### src/rtl/nwkm_pkg.sv
// Shared types and constants for the newest-wins k-way merge block.
// Used by nwkm_ctrl, nwkm_dpath and newest_wins_k_way_merge.
package nwkm_pkg;

    localparam int NUM_SOURCES_DEF = 16;
    localparam int NUM_LEVELS_DEF  = 8;

    localparam int KEY_W       = 64;
    localparam int TAG_W       = 32;
    localparam int SEQ_W       = 64;
    localparam int SRC_FIELD_W = 4;
    localparam int LVL_FIELD_W = 3;
    localparam int MASK_W      = 16;
    localparam int CNT_FIELD_W = 5;
    localparam int MODE_W      = 2;
    localparam int STATUS_W    = 3;
    localparam int S_TDATA_W   = 168;
    localparam int M_TDATA_W   = 120;
    localparam int APB_ADDR_W  = 3;
    localparam int APB_DATA_W  = 32;

    // register index, taken from paddr[2]
    localparam logic REG_DROP  = 1'b0;
    localparam logic REG_COUNT = 1'b1;

    typedef enum logic [1:0] {
        MODE_LOAD    = 2'd0,
        MODE_EXHAUST = 2'd1,
        MODE_PULL    = 2'd2,
        MODE_RSVD    = 2'd3
    } mode_t;

    typedef enum logic [2:0] {
        ST_EMIT      = 3'd0,
        ST_DROP      = 3'd1,
        ST_EXHAUSTED = 3'd2,
        ST_ACK       = 3'd3,
        ST_REFILL    = 3'd4
    } status_t;

    typedef enum logic [1:0] {
        HS_EMPTY = 2'd0,
        HS_VALID = 2'd1,
        HS_DONE  = 2'd2
    } head_status_t;

    typedef enum logic [2:0] {
        FSM_IDLE   = 3'd0,
        FSM_SCAN   = 3'd1,
        FSM_DRAIN  = 3'd2,
        FSM_COMMIT = 3'd3,
        FSM_FINISH = 3'd4
    } fsm_state_t;

    typedef struct packed {
        logic accept;
        logic scan_start;
        logic rd_en;
        logic commit;
        logic finish;
    } nwkm_cmd_t;

    typedef struct packed {
        logic scan_needed;
        logic rd_last;
        logic out_free;
    } nwkm_stat_t;

endpackage

### src/rtl/nwkm_ram.sv
// Generic single-write, single-read RAM with registered read data.
// Standalone; no package dependencies.
module nwkm_ram #(
    parameter int WIDTH = 8,
    parameter int DEPTH = 16
) (
    input  logic                     aclk,
    input  logic                     we,
    input  logic [$clog2(DEPTH)-1:0] waddr,
    input  logic [WIDTH-1:0]         wdata,
    input  logic                     re,
    input  logic [$clog2(DEPTH)-1:0] raddr,
    output logic [WIDTH-1:0]         rdata
);

    logic [WIDTH-1:0] mem_reg [DEPTH];
    logic [WIDTH-1:0] rdata_reg;

    always_ff @(posedge aclk) begin
        if (we) begin
            mem_reg[waddr] <= wdata;
        end
        if (re) begin
            rdata_reg <= mem_reg[raddr];
        end
    end

    assign rdata = rdata_reg;

endmodule

### src/rtl/nwkm_ctrl.sv
// Controller state machine: sequences accept, head scan, commit and result hand-off.
// Depends on nwkm_pkg for the state enum and the command/status structs.
module nwkm_ctrl (
    input  logic                   aclk,
    input  logic                   aresetn,
    input  logic                   s_tvalid,
    output logic                   s_tready,
    input  nwkm_pkg::nwkm_stat_t   stat,
    output nwkm_pkg::nwkm_cmd_t    cmd
);

    nwkm_pkg::fsm_state_t state_reg, state_next;

    always_ff @(posedge aclk) begin
        if (!aresetn) begin
            state_reg <= nwkm_pkg::FSM_IDLE;
        end else begin
            state_reg <= state_next;
        end
    end

    always_comb begin
        state_next = state_reg;
        case (state_reg)
            nwkm_pkg::FSM_IDLE: begin
                if (s_tvalid) begin
                    state_next = stat.scan_needed ? nwkm_pkg::FSM_SCAN : nwkm_pkg::FSM_FINISH;
                end
            end
            nwkm_pkg::FSM_SCAN: begin
                if (stat.rd_last) begin
                    state_next = nwkm_pkg::FSM_DRAIN;
                end
            end
            nwkm_pkg::FSM_DRAIN: begin
                state_next = nwkm_pkg::FSM_COMMIT;
            end
            nwkm_pkg::FSM_COMMIT: begin
                state_next = nwkm_pkg::FSM_FINISH;
            end
            nwkm_pkg::FSM_FINISH: begin
                if (stat.out_free) begin
                    state_next = nwkm_pkg::FSM_IDLE;
                end
            end
            default: begin
                state_next = nwkm_pkg::FSM_IDLE;
            end
        endcase
    end

    always_comb begin
        s_tready       = 1'b0;
        cmd.accept     = 1'b0;
        cmd.scan_start = 1'b0;
        cmd.rd_en      = 1'b0;
        cmd.commit     = 1'b0;
        cmd.finish     = 1'b0;
        case (state_reg)
            nwkm_pkg::FSM_IDLE: begin
                s_tready       = 1'b1;
                cmd.accept     = s_tvalid;
                cmd.scan_start = s_tvalid & stat.scan_needed;
            end
            nwkm_pkg::FSM_SCAN: begin
                cmd.rd_en = 1'b1;
            end
            nwkm_pkg::FSM_COMMIT: begin
                cmd.commit = 1'b1;
            end
            nwkm_pkg::FSM_FINISH: begin
                cmd.finish = stat.out_free;
            end
            default: begin
                s_tready = 1'b0;
            end
        endcase
    end

endmodule

### src/rtl/nwkm_dpath.sv
// Datapath: head status flags, head entry RAM, running minimum, tie mask and
// the output register. Depends on nwkm_pkg and nwkm_ram.
module nwkm_dpath #(
    parameter int NUM_SOURCES = nwkm_pkg::NUM_SOURCES_DEF,
    parameter int NUM_LEVELS  = nwkm_pkg::NUM_LEVELS_DEF
) (
    input  logic                                aclk,
    input  logic                                aresetn,
    input  nwkm_pkg::nwkm_cmd_t                 cmd,
    output nwkm_pkg::nwkm_stat_t                stat,
    input  logic [nwkm_pkg::S_TDATA_W-1:0]      s_tdata,
    input  logic [nwkm_pkg::MODE_W-1:0]         s_tuser,
    input  logic                                m_tready,
    output logic                                m_tvalid,
    output logic [nwkm_pkg::M_TDATA_W-1:0]      m_tdata,
    output logic [nwkm_pkg::STATUS_W-1:0]       m_tuser,
    input  logic                                cfg_drop,
    input  logic [nwkm_pkg::CNT_FIELD_W-1:0]    cfg_count
);

    localparam int SRC_W   = $clog2(NUM_SOURCES);
    localparam int LVL_W   = $clog2(NUM_LEVELS);
    localparam int ENTRY_W = nwkm_pkg::KEY_W + 1 + nwkm_pkg::TAG_W + LVL_W + nwkm_pkg::SEQ_W;
    localparam int PAD_W   = nwkm_pkg::M_TDATA_W - nwkm_pkg::SRC_FIELD_W - nwkm_pkg::KEY_W - 1
                             - nwkm_pkg::TAG_W - nwkm_pkg::MASK_W;

    // input unpack
    nwkm_pkg::mode_t                  in_mode;
    logic [nwkm_pkg::SRC_FIELD_W-1:0] in_src;
    logic [nwkm_pkg::KEY_W-1:0]       in_key;
    logic                             in_tomb;
    logic [nwkm_pkg::TAG_W-1:0]       in_tag;
    logic [nwkm_pkg::LVL_FIELD_W-1:0] in_lvl;
    logic [nwkm_pkg::SEQ_W-1:0]       in_seq;
    logic [LVL_W-1:0]                 in_lvl_sat;
    logic                             src_ok;
    logic [SRC_W-1:0]                 wr_idx;

    assign in_mode = nwkm_pkg::mode_t'(s_tuser);
    assign in_src  = s_tdata[3:0];
    assign in_key  = s_tdata[67:4];
    assign in_tomb = s_tdata[68];
    assign in_tag  = s_tdata[100:69];
    assign in_lvl  = s_tdata[103:101];
    assign in_seq  = s_tdata[167:104];

    assign in_lvl_sat = (32'(in_lvl) > 32'(NUM_LEVELS - 1)) ? LVL_W'(NUM_LEVELS - 1)
                                                            : LVL_W'(in_lvl);
    assign src_ok = (32'(in_src) < 32'(NUM_SOURCES));
    assign wr_idx = SRC_W'(in_src);

    // head status flags and per-head checks
    nwkm_pkg::head_status_t head_st_reg [NUM_SOURCES];
    logic [7:0]             act8;
    logic [7:0]             act_last8;
    logic [NUM_SOURCES-1:0] empty_mask;
    logic [NUM_SOURCES-1:0] valid_mask;
    logic [NUM_SOURCES+nwkm_pkg::MASK_W-1:0] empty_pad;

    assign act8 = (8'(cfg_count) > 8'(NUM_SOURCES)) ? 8'(NUM_SOURCES) : 8'(cfg_count);
    assign act_last8 = act8 - 8'd1;

    always_comb begin
        for (int i = 0; i < NUM_SOURCES; i++) begin
            empty_mask[i] = (8'(i) < act8) && (head_st_reg[i] == nwkm_pkg::HS_EMPTY);
            valid_mask[i] = (8'(i) < act8) && (head_st_reg[i] == nwkm_pkg::HS_VALID);
        end
    end

    assign empty_pad = {{nwkm_pkg::MASK_W{1'b0}}, empty_mask};

    // scan pipeline
    logic [SRC_W-1:0]       rd_idx_reg;
    logic [SRC_W-1:0]       cmp_idx_reg;
    logic                   cmp_valid_reg;
    logic                   have_reg;
    logic [NUM_SOURCES-1:0] tie_reg;
    logic [NUM_SOURCES+nwkm_pkg::MASK_W-1:0] tie_pad;
    logic [ENTRY_W-1:0]     ram_wdata;
    logic [ENTRY_W-1:0]     ram_rdata;

    assign ram_wdata = {in_seq, in_lvl_sat, in_tag, in_tomb, in_key};
    assign tie_pad   = {{nwkm_pkg::MASK_W{1'b0}}, tie_reg};

    nwkm_ram #(
        .WIDTH (ENTRY_W),
        .DEPTH (NUM_SOURCES)
    ) u_head_ram (
        .aclk  (aclk),
        .we    (cmd.accept && (in_mode == nwkm_pkg::MODE_LOAD) && src_ok),
        .waddr (wr_idx),
        .wdata (ram_wdata),
        .re    (cmd.rd_en),
        .raddr (rd_idx_reg),
        .rdata (ram_rdata)
    );

    logic [nwkm_pkg::KEY_W-1:0] d_key;
    logic                       d_tomb;
    logic [nwkm_pkg::TAG_W-1:0] d_tag;
    logic [LVL_W-1:0]           d_lvl;
    logic [nwkm_pkg::SEQ_W-1:0] d_seq;

    assign d_key  = ram_rdata[nwkm_pkg::KEY_W-1:0];
    assign d_tomb = ram_rdata[nwkm_pkg::KEY_W];
    assign d_tag  = ram_rdata[nwkm_pkg::KEY_W+1 +: nwkm_pkg::TAG_W];
    assign d_lvl  = ram_rdata[nwkm_pkg::KEY_W+1+nwkm_pkg::TAG_W +: LVL_W];
    assign d_seq  = ram_rdata[ENTRY_W-1 -: nwkm_pkg::SEQ_W];

    logic [nwkm_pkg::KEY_W-1:0] best_key_reg;
    logic                       best_tomb_reg;
    logic [nwkm_pkg::TAG_W-1:0] best_tag_reg;
    logic [LVL_W-1:0]           best_lvl_reg;
    logic [nwkm_pkg::SEQ_W-1:0] best_seq_reg;
    logic [SRC_W-1:0]           best_src_reg;

    logic                   cmp_live;
    logic                   key_lt;
    logic                   key_eq;
    logic                   newer;
    logic                   take;
    logic [NUM_SOURCES-1:0] cmp_onehot;

    assign cmp_live   = cmp_valid_reg && (head_st_reg[cmp_idx_reg] == nwkm_pkg::HS_VALID);
    assign key_lt     = d_key < best_key_reg;
    assign key_eq     = d_key == best_key_reg;
    assign newer      = (d_lvl < best_lvl_reg) ||
                        ((d_lvl == best_lvl_reg) && (d_seq > best_seq_reg));
    assign take       = !have_reg || key_lt || (key_eq && newer);
    assign cmp_onehot = {{(NUM_SOURCES-1){1'b0}}, 1'b1} << cmp_idx_reg;

    // result staging and output register
    nwkm_pkg::status_t           res_status_reg;
    logic [nwkm_pkg::MASK_W-1:0] res_mask_reg;
    logic                        res_win;
    logic                        m_valid_reg;
    logic [nwkm_pkg::M_TDATA_W-1:0] m_data_reg;
    nwkm_pkg::status_t           m_status_reg;
    logic                        out_free;

    assign res_win  = (res_status_reg == nwkm_pkg::ST_EMIT) ||
                      (res_status_reg == nwkm_pkg::ST_DROP);
    assign out_free = !m_valid_reg || m_tready;

    assign stat.scan_needed = (in_mode == nwkm_pkg::MODE_PULL) && !(|empty_mask) &&
                              (|valid_mask);
    assign stat.rd_last     = (8'(rd_idx_reg) == act_last8);
    assign stat.out_free    = out_free;

    // control state
    always_ff @(posedge aclk) begin
        if (!aresetn) begin
            for (int i = 0; i < NUM_SOURCES; i++) begin
                head_st_reg[i] <= nwkm_pkg::HS_EMPTY;
            end
            rd_idx_reg    <= '0;
            cmp_valid_reg <= 1'b0;
            have_reg      <= 1'b0;
            m_valid_reg   <= 1'b0;
        end else begin
            cmp_valid_reg <= cmd.rd_en;
            if (cmd.accept && src_ok) begin
                if (in_mode == nwkm_pkg::MODE_LOAD) begin
                    head_st_reg[wr_idx] <= nwkm_pkg::HS_VALID;
                end else if (in_mode == nwkm_pkg::MODE_EXHAUST) begin
                    head_st_reg[wr_idx] <= nwkm_pkg::HS_DONE;
                end
            end
            if (cmd.commit) begin
                for (int i = 0; i < NUM_SOURCES; i++) begin
                    if (tie_reg[i]) begin
                        head_st_reg[i] <= nwkm_pkg::HS_EMPTY;
                    end
                end
            end
            if (cmd.scan_start) begin
                rd_idx_reg <= '0;
                have_reg   <= 1'b0;
            end else if (cmd.rd_en) begin
                rd_idx_reg <= rd_idx_reg + SRC_W'(1);
            end
            if (cmp_live) begin
                have_reg <= 1'b1;
            end
            if (cmd.finish) begin
                m_valid_reg <= 1'b1;
            end else if (m_tready) begin
                m_valid_reg <= 1'b0;
            end
        end
    end

    // payload
    always_ff @(posedge aclk) begin
        if (cmd.rd_en) begin
            cmp_idx_reg <= rd_idx_reg;
        end
        if (cmd.scan_start) begin
            tie_reg <= '0;
        end else if (cmp_live) begin
            if (!have_reg || key_lt) begin
                tie_reg <= cmp_onehot;
            end else if (key_eq) begin
                tie_reg <= tie_reg | cmp_onehot;
            end
        end
        if (cmp_live && take) begin
            best_key_reg  <= d_key;
            best_tomb_reg <= d_tomb;
            best_tag_reg  <= d_tag;
            best_lvl_reg  <= d_lvl;
            best_seq_reg  <= d_seq;
            best_src_reg  <= cmp_idx_reg;
        end
        if (cmd.accept) begin
            res_mask_reg <= '0;
            case (in_mode)
                nwkm_pkg::MODE_PULL: begin
                    if (|empty_mask) begin
                        res_status_reg <= nwkm_pkg::ST_REFILL;
                        res_mask_reg   <= empty_pad[nwkm_pkg::MASK_W-1:0];
                    end else begin
                        // overwritten at commit when a scan runs
                        res_status_reg <= nwkm_pkg::ST_EXHAUSTED;
                    end
                end
                default: begin
                    res_status_reg <= nwkm_pkg::ST_ACK;
                end
            endcase
        end
        if (cmd.commit) begin
            res_status_reg <= (best_tomb_reg && cfg_drop) ? nwkm_pkg::ST_DROP
                                                          : nwkm_pkg::ST_EMIT;
            res_mask_reg   <= tie_pad[nwkm_pkg::MASK_W-1:0];
        end
        if (cmd.finish) begin
            m_status_reg <= res_status_reg;
            if (res_win) begin
                m_data_reg <= {{PAD_W{1'b0}}, res_mask_reg, best_tag_reg, best_tomb_reg,
                               best_key_reg, nwkm_pkg::SRC_FIELD_W'(best_src_reg)};
            end else begin
                m_data_reg <= {{PAD_W{1'b0}}, res_mask_reg,
                               {(nwkm_pkg::M_TDATA_W-PAD_W-nwkm_pkg::MASK_W){1'b0}}};
            end
        end
    end

    assign m_tvalid = m_valid_reg;
    assign m_tdata  = m_data_reg;
    assign m_tuser  = m_status_reg;

endmodule

### src/rtl/newest_wins_k_way_merge.sv
// Newest-wins k-way merge: load, exhausted and unused-mode items skip the head scan.
// A pull that finds an empty head or no valid head also skips it; a merging
// pull scans active = min(source_count, NUM_SOURCES) heads, fed by
// the head RAM read port that delivers one stored head per cycle to the compare.
// Reset (aresetn low, synchronous) empties every head, turns tombstone dropping off
// and sets the source count to 1; head entry RAM is not cleared and needs no clearing pass.
module newest_wins_k_way_merge #(
    parameter int NUM_SOURCES = nwkm_pkg::NUM_SOURCES_DEF,
    parameter int NUM_LEVELS  = nwkm_pkg::NUM_LEVELS_DEF
) (
    input  logic                              aclk,
    input  logic                              aresetn,
    // s_tdata: source[3:0], entry_key[67:4], entry_tombstone[68], entry_tag[100:69],
    //          run_level[103:101], run_sequence[167:104]
    input  logic                              s_tvalid,
    output logic                              s_tready,
    input  logic [nwkm_pkg::S_TDATA_W-1:0]    s_tdata,
    input  logic [nwkm_pkg::MODE_W-1:0]       s_tuser,   // mode[1:0]
    // m_tdata: winner_source[3:0], winner_key[67:4], winner_tombstone[68],
    //          winner_tag[100:69], consumed_mask[116:101], zero[119:117]
    output logic                              m_tvalid,
    input  logic                              m_tready,
    output logic [nwkm_pkg::M_TDATA_W-1:0]    m_tdata,
    output logic [nwkm_pkg::STATUS_W-1:0]     m_tuser,   // status[2:0]
    input  logic                              psel,
    input  logic                              penable,
    input  logic                              pwrite,
    input  logic [nwkm_pkg::APB_ADDR_W-1:0]   paddr,
    input  logic [nwkm_pkg::APB_DATA_W-1:0]   pwdata,
    output logic [nwkm_pkg::APB_DATA_W-1:0]   prdata,
    output logic                              pready
);

    logic                             drop_reg;
    logic [nwkm_pkg::CNT_FIELD_W-1:0] count_reg;
    logic                             cfg_wr;

    assign pready = 1'b1;
    assign cfg_wr = psel & penable & pwrite & pready;

    always_ff @(posedge aclk) begin
        if (!aresetn) begin
            drop_reg  <= 1'b0;
            count_reg <= nwkm_pkg::CNT_FIELD_W'(1);
        end else if (cfg_wr) begin
            if (paddr[2] == nwkm_pkg::REG_DROP) begin
                drop_reg <= pwdata[0];
            end else begin
                count_reg <= pwdata[nwkm_pkg::CNT_FIELD_W-1:0];
            end
        end
    end

    assign prdata = (paddr[2] == nwkm_pkg::REG_COUNT)
                  ? nwkm_pkg::APB_DATA_W'(count_reg)
                  : nwkm_pkg::APB_DATA_W'(drop_reg);

    nwkm_pkg::nwkm_cmd_t  cmd;
    nwkm_pkg::nwkm_stat_t stat;

    nwkm_ctrl u_ctrl (
        .aclk     (aclk),
        .aresetn  (aresetn),
        .s_tvalid (s_tvalid),
        .s_tready (s_tready),
        .stat     (stat),
        .cmd      (cmd)
    );

    nwkm_dpath #(
        .NUM_SOURCES (NUM_SOURCES),
        .NUM_LEVELS  (NUM_LEVELS)
    ) u_dpath (
        .aclk      (aclk),
        .aresetn   (aresetn),
        .cmd       (cmd),
        .stat      (stat),
        .s_tdata   (s_tdata),
        .s_tuser   (s_tuser),
        .m_tready  (m_tready),
        .m_tvalid  (m_tvalid),
        .m_tdata   (m_tdata),
        .m_tuser   (m_tuser),
        .cfg_drop  (drop_reg),
        .cfg_count (count_reg)
    );

endmodule
### config.mk
export PLATFORM = sky130hd
export DESIGN_NAME = newest_wins_k_way_merge
export DESIGN_NICKNAME = d
export VERILOG_FILES = /design/src/rtl/nwkm_pkg.sv /design/src/rtl/nwkm_ram.sv /design/src/rtl/nwkm_ctrl.sv /design/src/rtl/nwkm_dpath.sv /design/src/rtl/newest_wins_k_way_merge.sv
export SDC_FILE = /design/constraint.sdc
export NUM_CORES = 2
export LEC_CHECK = 0
export BUFFER_PORTS_ARGS = -buffer_cell sky130_fd_sc_hd__buf_2
export CAP_MARGIN = 20
export CELL_PAD_IN_SITES_DETAIL_PLACEMENT = 0
export CELL_PAD_IN_SITES_GLOBAL_PLACEMENT = 1
export CORE_MARGIN = 3
export CORE_UTILIZATION = 50
export DETAILED_ROUTE_END_ITERATION = 8
export PLACE_DENSITY = 0.73
export SYNTH_ARGS = -nofsm -noshare
export SYNTH_HDL_FRONTEND = slang
export SYNTH_SLANG_ARGS = --single-unit
### constraint.sdc
create_clock -name aclk -period 14.64 [get_ports aclk]
set_input_delay 1.464 -clock aclk [delete_from_list [all_inputs] [get_ports aclk]]
set_output_delay 1.464 -clock aclk [all_outputs]
set_load 0.01 [all_outputs]
### Word level (Yosys, flattened, before mapping)

Memory sizes are Yosys's and may differ from the RTL's. A register that Yosys moved wholly into a read port is not among the register bits.
Cells that the tools add are included.
Widths: inputs -> output; s select.

* flip-flop bits (word level): 346
* memory bits (writable): 2656
* input port bits: 212
* output and inout bits: 158
* word-level logic and storage cells: 301
* memories kept: 2

Memory list
* u_dpath.u_head_ram.mem_reg: depth 16, width 164, read ports 1, clocked after memory_dff 1, write ports 1, line nwkm_ram.sv:16 `logic [WIDTH-1:0] mem_reg [DEPTH];`
* u_dpath.head_st_reg: depth 16, width 2, read ports 17, clocked after memory_dff 1, write ports 16, line nwkm_dpath.sv:53 `nwkm_pkg::head_status_t head_st_reg [NUM_SOURCES];`

* $add $sub $neg: 2
* order comparisons: 20
* eq/ne operators: 30
* shift operators: 1
* mux-type cells: 124
* bitwise gates (word level): 23
* reductions and logical operators: 79

Operators with widths (count)
* $mux 16: 6
* $mux 1: 86
* $eq 64x64->1: 1
* $gt 64x64->1: 1
* $lt 4x8->1 const A: 8
* $lt 64x64->1: 1
* $logic_and 1x1->1: 40
* $mux 2: 19
* $eq 2x1->1 const B: 18
* $logic_not 2->1: 17
* $lt 3x8->1 const A: 4
* $reduce_or 16->1: 2
* $mux 3: 8
* $or 1x1->1: 17
* $lt 1x8->1 const A: 2
* $lt 2x8->1 const A: 2
* $or 16x16->16: 1
* $shl 1x4->16 const A: 1
* $pmux 3 s5: 1
* $mux 5: 2
* $eq 4x8->1: 1
* $mux 4: 2
* $reduce_bool 2->1: 4
* $sub 8x1->8 const B: 1
* other kinds (18): 34

### Longest topological paths before layout

* word-level depth: 16
* depth in mapped cells: 17
* depth with buffers taken out: 12

### By module

From an unflattened synthesis, not the netlist that was laid out.

* cells, all modules: 5661
* area, all modules: 121041.1 µm²

Modules (own cells, without submodules)
* nwkm_ram: instances 1, cells each 4274, area each 103370.4 µm², seq. area each 83720.3 µm²
* nwkm_dpath: instances 1, cells each 1299, area each 16915.0 µm², seq. area each 10840.4 µm²
* newest_wins_k_way_merge: instances 1, cells each 63, area each 523.0 µm², seq. area each 120.1 µm²
* nwkm_ctrl: instances 1, cells each 25, area each 232.7 µm², seq. area each 60.1 µm²

### Least setup slack after synthesis

No wires, ideal clock.

* path kind: input-to-reg
* from: input port s_tdata[2] (netlist name)
* to: memory u_dpath.u_head_ram.mem_reg[6][0] (netlist name) (enable)
* setup time: 888 ps
* arrival: 13017 ps
* data required time: 13752 ps
* setup slack: 735 ps
* stages: 3
* buffers on the path: 1
* path through: clkbuf_1 > nand2b_1 > nor3_1

RTL lines
* start: declaration: line newest_wins_k_way_merge.sv:17 `input logic [nwkm_pkg::S_TDATA_W-1:0] s_tdata,`
* end: declaration: line nwkm_ram.sv:16

Straight into the memory's write port.

### Worst setup path in the final report

* from: register u_dpath.u_head_ram.rdata_reg[159], in the netlist u_dpath.u_head_ram.rdata[159], read port of u_dpath.u_head_ram.mem_reg
* to: register u_dpath.best_key_reg[22] (netlist name) (enable)

* word-level cells in the longest chain between the ends: 6

RTL lines
* start: declaration: line nwkm_ram.sv:17 `logic [WIDTH-1:0] rdata_reg;`
* $gt 64x64->1: line nwkm_dpath.sv:128 `((d_lvl == best_lvl_reg) && (d_seq > best_seq_reg));`
* $logic_and 1x1->1: line nwkm_dpath.sv:128
* $logic_or 1x1->1: line nwkm_dpath.sv:127 `assign newer = (d_lvl < best_lvl_reg) ||`
* $logic_and 1x1->1: line nwkm_dpath.sv:129 `assign take = !have_reg || key_lt || (key_eq && newer);`
* $logic_or 1x1->1: line nwkm_dpath.sv:129
* $logic_and 1x1->1: line nwkm_dpath.sv:207 `if (cmp_live && take) begin`
* end signal: assignment: line nwkm_dpath.sv:208 `best_key_reg <= d_key;`
* end: declaration: line nwkm_dpath.sv:110 `logic [nwkm_pkg::KEY_W-1:0] best_key_reg;`

No other way between the ends.
A chain may end at the register's enable or synchronous reset.

==> results by group <==
GRT
  • Gr usage total: 22.0%
  • Global-route wire length before repair: 398000 um
  • Largest net degree at the start of global routing: 108
  • Grt total ovfl: 0
  • Initial antenna violation count: 81
  • Vias in the first global route: 56700

STA
  • Worst setup margin: 8.10 ns
  • Setup TNS: 0 ns
  • Final setup skew: 0.0605 ns
  • Fin crit period: 6.54 ns
  • RSZ-0062 raised after global routing: false
  • Max Fclk: 0.153 GHz
  • Worst-Margin Slew: 1.09 ns
  • Final period utilization: 44.7%
  • Final hold viol count: 0
  • Slew Limit Fails: 0
  • Slew headroom: 27.1%
  • Setup Viol. Count Final: 0

Setup path
  • Critical Path Start Type: register
  • Critical path required time: 15.18 ns
  • Worst-path maximum fanout: 50
  • Critical path arrival: 7.08 ns
  • Internal reg-to-reg setup slack: 8.10 ns
  • Critical Path End Type: register
  • Setup Crit Path Kind: reg -> reg

Power and ir drop
  • Worst vdd ir: 0.139 mV
  • Pint: 14.8 mW
  • Seq pwr share: 54.7%
  • Power share of the combinational group: 2.2%
  • Switching Share: 19.4%
  • Clk pwr share: 43.1%
  • P_sw: 3.56 mW
  • Leak: 42.6 nW
  • Power per cell area: 135 nW/um^2

Floorplan
  • Initial cell density of the core: 50.5%
  • # rows: 179
  • Core region area: 239000 sq um
  • I/O pins: 370
  • Die height: 497 um
  • Die footprint: 247000 sq um
  • Die width: 497 um

CTS
  • Clock Pin Slew Worst Setup and Hold Paths: 0.06 ns
  • Hold Buf Count CTS: 0
  • Worst-Skew Late Latency: 0.94 ns
  • Clock Root Buffer: clkbuf_16
  • H-tree level count: 5
  • Resized cells post-CTS: 0
  • CTS Buf Count: 324
  • Worst-case clock buffer depth: 4
  • Num Clock Sinks: 3167
  • Post-CTS Setup Inserts: 0
  • TritonCTS clock tree: built

Cells and area
  • Final #Nets: 6123
  • Share of cells above drive strength 1: 27.9%
  • Max reg flops: 2624
  • Cell area after layout: 136000 sq um
  • Fin util: 57.1%
  • Area growth, synth to finish: 13.1%

Synthesis
  • Number of synthesized flops with an enable pin: 3131
  • Netlist cell types: 64
  • Largest family of logic cells by synthesized area: multiplexers
  • Sequential share of the synthesized area: 78.5%
  • Synthesis-stage register bit count: 3167
  • Mux share of post-synthesis cell area: 15.1%
  • Post-synth top flop: edfxtp_1
  • Synthesized-area fraction occupied by adder cells: 1.41%
  • Syn avg cell area: 22.8 sq um
  • Area fraction in compound gates after synthesis: 1.47%
  • Async SR Flop Fraction: 0%
  • Synth Area in XOR/XNOR: 0.0508%
  • Total of warnings raised by yosys: 0
  • Synth Cell Area: 121000 sq um
  • Mapped Cells: 5285
  • Simple-Gate Fraction of Synth Area: 1.96%

Placement
  • DP HPWL: 139000 um
  • Routability Congestion: 0.826
  • DP Area: 126000 sq um
  • Dpl ws: 8.05 ns
  • I/O Buffers: 309

Routing
  • DRT iter0 DRCs: 5592
  • DR DRC count: 0
  • Vias: 55500
  • TritonRoute pass-1 iters: 5
  • Drt wl/cell: 29.6 um
  • DRT antenna net count: 0
  • Drt via density: 6.03
  • Final wirelength: 272000 um

Run
  • Max cap viols: 0

Hold path
  • Worst Hold Class: reg -> reg

Run status
  • Status: finished, final reports clean
layout by cell type, fill, tap and decap left out, types with 17 or more instances in the layout:
cell type / netlist / layout
mux4_2: 792 / 792
nand2b_1: 17 / 17
ha_1: 136 / 136
nand4_1: 35 / 35
a21oi_1: 89 / 87
clkinv_2: 0 / 53
a32o_1: 17 / 17
buf_2: 16 / 309
clkbuf_1: 167 / 57
conb_1: 2 / 31
nor2b_1: 50 / 50
buf_12: 0 / 19
and2_1: 46 / 46
nor3_1: 84 / 81
clkinv_1: 1 / 67
clkbuf_16: 0 / 333
nand3_1: 22 / 22
mux2i_1: 37 / 37
o21ai_0: 38 / 38
nand2_1: 76 / 76
a211oi_1: 42 / 42
diode_2: 0 / 30
dfxtp_1: 36 / 32
edfxtp_1: 3131 / 3131
inv_1: 146 / 146
nor2_1: 77 / 63
buf_4: 31 / 77
o211ai_1: 23 / 23
bufinv_16: 0 / 29
synthesized netlist by cell type, types with 23 or more instances:
cell / count / area (sq um)
a21oi_1: 89 / 445
ha_1: 136 / 1700
mux2i_1: 37 / 370
dfxtp_1: 36 / 721
nand2_1: 76 / 285
a211oi_1: 42 / 315
inv_1: 146 / 548
nor2_1: 77 / 289
and2_1: 46 / 288
buf_1: 56 / 210
mux4_2: 792 / 17800
nor3_1: 84 / 420
o21ai_0: 38 / 190
clkbuf_1: 167 / 627
buf_4: 31 / 233
nor2b_1: 50 / 313
nand4_1: 35 / 219
o211ai_1: 23 / 173
edfxtp_1: 3131 / 94000
worst max-delay path: stages (launching register included):
cell and delay (ns):
edfxtp_1 0.41, ha_1 0.33, nand4_1 0.27, nor4_1 0.77, nand3_1 0.43, nor4_1 0.88, or3_1 0.20, o211ai_1 0.24
a21oi_4 0.26, buf_4 0.66, buf_4 0.75, buf_4 0.77
per-stage QoR:
stage | hold slack [ns] | std cells | power [mW]
floorplan | 0.400 | 5314 | 10.5
global placement | 0.404 | 8614 | 10.6
detailed placement | 0.405 | 8616 | 10.7
CTS | 0.416 | 9173 | 18.5
global route | 0.423 | 9178 | 18.9
finish | 0.417 | 9203 | 18.4
worst paths after layout:
path,startpoint,to,cells past startpoint
worst max register to register,u_dpath.u_head_ram.rdata[159],u_dpath.best_key_reg[22],11
worst max-delay path,u_dpath.u_head_ram.rdata[159],u_dpath.best_key_reg[22],11
worst min register to register,u_dpath.res_mask_reg[12],u_dpath.m_tdata[113],0
worst min-delay path,u_dpath.res_mask_reg[12],u_dpath.m_tdata[113],0
power groups by stage:
stage / registers (mW) / clock network [mW] / logic (mW)
floorplan: 10.3 / 0 / 0.200
global placement: 10.2 / 0 / 0.389
detailed placement: 10.2 / 0 / 0.410
CTS: 10.0 / 8.08 / 0.411
global route: 10.0 / 8.45 / 0.443
finish: 10.0 / 7.93 / 0.403
per-layer routing:
layer,routed length [um],global-route usage (%)
met1,114000,31.9
met2,133000,35.3
met3,19400,4.19
met4,5450,5.17
met5,224,0
layout make-up:
cell class                 instances  area (sq um)
fill                           17100        103000
sequential                      3167         94800
multi-input combinational       1727         24400
clock buffer                     393          8590
tap                             3167          3960
timing repair buffer             407          2560
clock inverter                   164          1540
inverter                         148           556
antenna                           30          75.1
logic make-up after synthesis:
| family | count (synthesis) |
|---|---|
| DFF | 3167 |
| muxes | 833 |
| and+or+nand+nor | 453 |
| buffers and inverters | 420 |
| AOI/OAI and AO/OA | 267 |
| adders and majority gates | 136 |
| xor gates and xnor gates | 7 |
| other | 2 |
(Power assumes the default switching activity.)
